[config.mk]
export PLATFORM = sky130hd
export DESIGN_NAME = poi_cordic_cell
export DESIGN_NICKNAME = d
export VERILOG_FILES = /design/src/design/poi_pkg.sv /design/src/design/poi_cordic_cell.sv
export SDC_FILE = /design/constraint.sdc
export NUM_CORES = 1
export LEC_CHECK = 0
export BUFFER_PORTS_ARGS = -buffer_cell sky130_fd_sc_hd__buf_2
export CORE_MARGIN = 2
export CORE_UTILIZATION = 27
export CTS_BUF_LIST = sky130_fd_sc_hd__clkbuf_4 sky130_fd_sc_hd__clkbuf_8
export CTS_CLUSTER_DIAMETER = 40
export DETAILED_ROUTE_END_ITERATION = 8
export PLACE_DENSITY = 0.55
export SETUP_SLACK_MARGIN = 0.5
export SLEW_MARGIN = 20
export SYNTH_ARGS = -nofsm -noshare
export SYNTH_HDL_FRONTEND = slang
export SYNTH_SLANG_ARGS = --single-unit
[constraint.sdc]
create_clock -name clk -period 3.46 [get_ports clk]
set_clock_uncertainty 0.2 [all_clocks]
set_input_delay 0.346 -clock clk [delete_from_list [all_inputs] [get_ports clk]]
set_output_delay 0.346 -clock clk [all_outputs]
set_load 0.005 [all_outputs]
[src/design/poi_pkg.sv]
// Shared types, fixed-point widths and constants of the odometry integrator.
// No dependencies; the design files and the testbench refer to it by scoped names.
package poi_pkg;

  localparam int ATAN_ENTRIES = 24;
  localparam int CORDIC_STEPS_DEF = 16;

  // Angle and pose widths.
  localparam int ANG_W = 32;
  localparam int POS_W = 40;
  localparam int HEAD_W = 16;

  // CORDIC datapath width (x, y and z carry headroom above Q30).
  localparam int CW = 34;
  localparam longint CORDIC_GAIN = 64'd652032874;

  // Rounding shifts.
  localparam int CS_SHIFT = 15;
  localparam int Q_SHIFT = 15;
  localparam int DX_SHIFT = 32;
  localparam int DH_SHIFT = 24;

  // Product widths.
  localparam int SPEED_W = 16;
  localparam int TIME_W = 20;
  localparam int P_W = SPEED_W + TIME_W + 1;
  localparam int CS_W = CW - CS_SHIFT;
  localparam int PX_W = P_W + CS_W;
  localparam int Q_W = PX_W - Q_SHIFT;
  localparam int SCALE_W = 20;
  localparam int M_W = Q_W + SCALE_W;
  localparam int DX_W = M_W - DX_SHIFT;
  localparam int HS_W = 23;
  localparam int HP_W = P_W + HS_W;

  localparam logic signed [SCALE_W-1:0] POS_SCALE = 20'sd274878;
  localparam logic signed [HS_W-1:0] HEAD_SCALE = 23'sd2799883;

  typedef logic signed [CW-1:0] cw_t;
  typedef logic signed [P_W-1:0] prod_t;
  typedef logic signed [DX_W-1:0] dx_t;

  // Data handed from one CORDIC cell to the next.
  typedef struct packed {
    logic valid;
    cw_t  x;
    cw_t  y;
    cw_t  z;
  } poi_cordic_t;

  // Pose increments handed from the scaling pipeline to the accumulators.
  typedef struct packed {
    logic             valid;
    dx_t              dx;
    dx_t              dy;
    logic [ANG_W-1:0] dh;
  } poi_delta_t;

  // atan(2^-i) in binary angle units, 2^32 per turn.
  function automatic logic [ANG_W-1:0] atan_angle(input int idx);
    logic [ANG_W-1:0] r;
    case (idx)
      0: r = 32'd536870912;
      1: r = 32'd316933406;
      2: r = 32'd167458907;
      3: r = 32'd85004756;
      4: r = 32'd42667331;
      5: r = 32'd21354465;
      6: r = 32'd10679838;
      7: r = 32'd5340245;
      8: r = 32'd2670163;
      9: r = 32'd1335087;
      10: r = 32'd667544;
      11: r = 32'd333772;
      12: r = 32'd166886;
      13: r = 32'd83443;
      14: r = 32'd41722;
      15: r = 32'd20861;
      16: r = 32'd10430;
      17: r = 32'd5215;
      18: r = 32'd2608;
      19: r = 32'd1304;
      20: r = 32'd652;
      21: r = 32'd326;
      22: r = 32'd163;
      23: r = 32'd81;
      default: r = '0;
    endcase
    return r;
  endfunction

endpackage

[src/design/poi_cordic_cell.sv]
// One rotation-mode CORDIC micro-rotation with its output register.
// Depends on poi_pkg for the datapath types and the arctangent table.
module poi_cordic_cell #(
  parameter int STAGE = 0
) (
  input  logic                 clk,
  input  logic                 rst,
  input  poi_pkg::poi_cordic_t cur,
  output poi_pkg::poi_cordic_t nxt
);

  localparam poi_pkg::cw_t ANGLE = poi_pkg::cw_t'(poi_pkg::atan_angle(STAGE));

  logic         valid;
  poi_pkg::cw_t x;
  poi_pkg::cw_t y;
  poi_pkg::cw_t z;
  poi_pkg::cw_t x_next;
  poi_pkg::cw_t y_next;
  poi_pkg::cw_t z_next;
  poi_pkg::cw_t xs;
  poi_pkg::cw_t ys;
  logic         up;

  always_comb begin
    xs = $signed(cur.x) >>> STAGE;
    ys = $signed(cur.y) >>> STAGE;
    up = !cur.z[poi_pkg::CW-1];
    if (up) begin
      x_next = cur.x - ys;
      y_next = cur.y + xs;
      z_next = cur.z - ANGLE;
    end else begin
      x_next = cur.x + ys;
      y_next = cur.y - xs;
      z_next = cur.z + ANGLE;
    end
  end

  always_ff @(posedge clk) begin
    if (rst) begin
      valid <= 1'b0;
    end else begin
      valid <= cur.valid;
    end
  end

  always_ff @(posedge clk) begin
    x <= x_next;
    y <= y_next;
    z <= z_next;
  end

  assign nxt = '{valid: valid, x: x, y: y, z: z};

endmodule

==> flow_summary.json <==
{
  "outcome": "complete, no violations",
  "cts_sinks": 102,
  "worstHoldStart": "cur[68]",
  "synth_edf_count": 0,
  "setup_ws_ps": 538,
  "hpwl_um": 24100,
  "powerDensity_mw_per_mm2": 382,
  "wirelength_um": 30300,
  "antenna-diode-count": 0,
  "area_delta_synth_final_pct": 29.5,
  "core_mm2": 0.0303,
  "synthArstFlopShare_pct": 0,
  "peakVddDrop_uv": 177,
  "worstPathMaxFanout": 3,
  "routed_via_density": 5.04,
  "syn_inst": 1060,
  "slew_violations": 0,
  "grt_overflow": 0,
  "holdPathStages": 3,
  "ys_ff_latch": 102,
  "path_clk_slew_ps": 120,
  "cts-root-buf": "clkbuf_8",
  "fp-row-count": 64,
  "cp.arrival_ps": 3020,
  "die_y_um": 179,
  "yosysMostFrequentCell": "a21oi_1",
  "syn-cell-area_mm2": 0.00826,
  "pwr-share-seq_pct": 35.7,
  "fmax_mhz": 342,
  "antenna_found_initial": 1,
  "ys_warn_count": 0,
  "synth_ff_type": "dfxtp_1",
  "grt_setup_unrepaired": "yes",
  "grtUsageMet2_pct": 30.6,
  "cts_buffer_depth": 2,
  "start_util_pct": 27.2,
  "grt_util_all_layers_pct": 18.3,
  "synth_nets": 1272,
  "ant_nets": 0,
  "drcViolationCount": 0,
  "port_buffers": 207,
  "yosysTopAreaCell": "dfxtp_1",
  "cts_buffers": 9,
  "hold_viol": 0,
  "hold_path.class": "in -> reg",
  "crit_start": "cur[34]",
  "met1_usage_pct": 23.9,
  "internal_power_mw": 2.56,
  "grt_pass1_wl_um": 45100,
  "grt_util_met3_pct": 3.22,
  "grt_pass1_vias": 8261,
  "synth_commonest_cells": "a21oi_1, ha_1, dfxtp_1",
  "power.net_switching_mw": 1.53,
  "final_layout_size_suffix_gt1_share_pct": 24.5,
  "cp.required_ps": 3560,
  "cts_tree": "yes",
  "min_period_ps": 2920,
  "first_iter_violations": 634,
  "synth_cell_types": 72,
  "worst_setup_path_start_kind": "input port",
  "nNetsFinal": 1532,
  "routedWlPerCell_um": 17.6,
  "fp.dieW_um": 179,
  "pwr-share-comb_pct": 41.1,
  "h-tree-depth": 3,
  "whs_endpoint": "x[0]",
  "grt_max_degree": 59,
  "max-cap-violations": 0,
  "ys_seq_area_share_pct": 24.7,
  "relSlewSlack_pct": 45.8,
  "clkPwrFrac_pct": 23.2,
  "num_vias": 8682,
  "tightest_slew_ps": 813,
  "setup-violations-final": 0,
  "critPathCaptureType": "flip-flop",
  "p_leak_nw": 4.96,
  "netlist.area_leader.share_pct": 24.7,
  "worstSetupPathType": "in -> reg",
  "period_share_pct": 84.4,
  "gp_congestion": 0.930,
  "top_usage_layer": "met2",
  "syn_avg_cell_area_um2": 7.79,
  "n_fill_cell": 3271,
  "ios": 208,
  "fin_setup_tns_ps": 0,
  "swShare_pct": 37.4,
  "die_area_mm2": 0.0320,
  "post-place-ws_ps": 67.5,
  "synth_area_leaders": "dfxtp_1, ha_1, a21oi_1",
  "drt-pass1-iter-count": 5
}
worst max path at each step:
| stage | endpoint | cells after the start | slack (ps) |
|---|---|---|---|
| 2_1_floorplan | y[20] | 10 | 590 |
| 3_3_place_gp | x[21] | 11 | 30 |
| 3_5_place_dp | x[21] | 11 | 70 |
| 4_1_cts | x[21] | 11 | 500 |
| 5_1_grt | x[28] | 11 | 490 |
| 6_report | y[24] | 12 | 540 |
metal layers:
| layer | routed length [um] | part of all wire [%] |
|---|---|---|
| met3 | 2110 | 7.0 |
| met2 | 14100 | 47 |
| met1 | 13400 | 44 |
| met5 | 11 | 0.036 |
| met4 | 679 | 2.2 |
power by group through the flow:
stage	Clock [mW]	Combinational [mW]	Sequential, mW
2_1_floorplan	0	0.886	1.51
3_3_place_gp	0	1.61	1.48
3_5_place_dp	0	1.61	1.48
4_1_cts	0.990	1.65	1.46
5_1_grt	1.03	1.84	1.48
6_report	0.947	1.68	1.46
critical path, cell delays in order:
cell and delay, ps:
buf_2 110, inv_1 40, ha_1 230, fa_1 390, nand2b_1 230, a211o_1 340
nand3_1 140, and2_1 200, a21boi_0 190, o21ai_0 350, a21oi_1 140, xnor2_1 320
area by class of cell:
class	count	area [um2]	share of cell area (%)
Multi-Input combinational cell	806	5720	53.5
Sequential cell	102	2040	19.1
Timing Repair Buffer	298	1810	16.9
Tap cell	396	495	4.63
Inverter	103	390	3.65
Clock buffer	10	138	1.29
Clock inverter	6	97.6	0.912
placed cells by master, fill, tap and decap left out, types with 8 or more instances in the layout:
cell type      count
nor4_1            10
nand2_1           53
a31oi_1           10
nor3_1            27
a221oi_1           9
and2_1             9
o211ai_1          10
nor2b_1            8
inv_1            101
nor2_1            81
or2_2              8
a21o_1            15
ha_2               8
ha_1              95
mux2i_1           14
clkbuf_8          10
nand2b_1          19
dfxtp_1          102
nand4_1           17
o21ai_0           68
o21bai_1          20
xor2_1            14
xnor2_1           53
buf_4             58
a21oi_1          126
or3_1             11
buf_2            207
nand3_1           11
dlygate4sd3_1     32
what timing repair did:
item	4_1_cts	5_1_grt
hold buffers	32	0
hold endpoints to repair	31	0
setup buffers	0	1
resized for setup	0	26
endpoints found under the setup margin	0	28
registers in the layout, indices dropped and copies added, names as in the netlist:
name,count
valid,1
x,34
y,33
z,34
through the flow:
stage | utilization [%] | area, um2 | cells | total power [mW] | hold WS [ps]
CTS | 34.9 | 10600 | 1720 | 4.10 | 2.51
floorplan | - | 8260 | 1060 | 2.39 | 174
global placement | 33.0 | 10000 | 1672 | 3.09 | 248
finish | 35.2 | 10700 | 1721 | 4.08 | 18.2
global route | 35.2 | 10700 | 1721 | 4.34 | 8.59
detailed placement | 33.0 | 10000 | 1672 | 3.09 | 250
logic make-up after synthesis:
kind of cell | count (synthesis) | share of synthesized area (%)
xor+xnor | 67 | 7.10
buf+inv | 152 | 7.27
mux | 16 | 1.97
compound gates | 344 | 26.2
fa+ha+maj | 107 | 16.6
simple gates | 272 | 16.2
flops | 102 | 24.7
No activity file was read; power rests on OpenSTA's default activity.
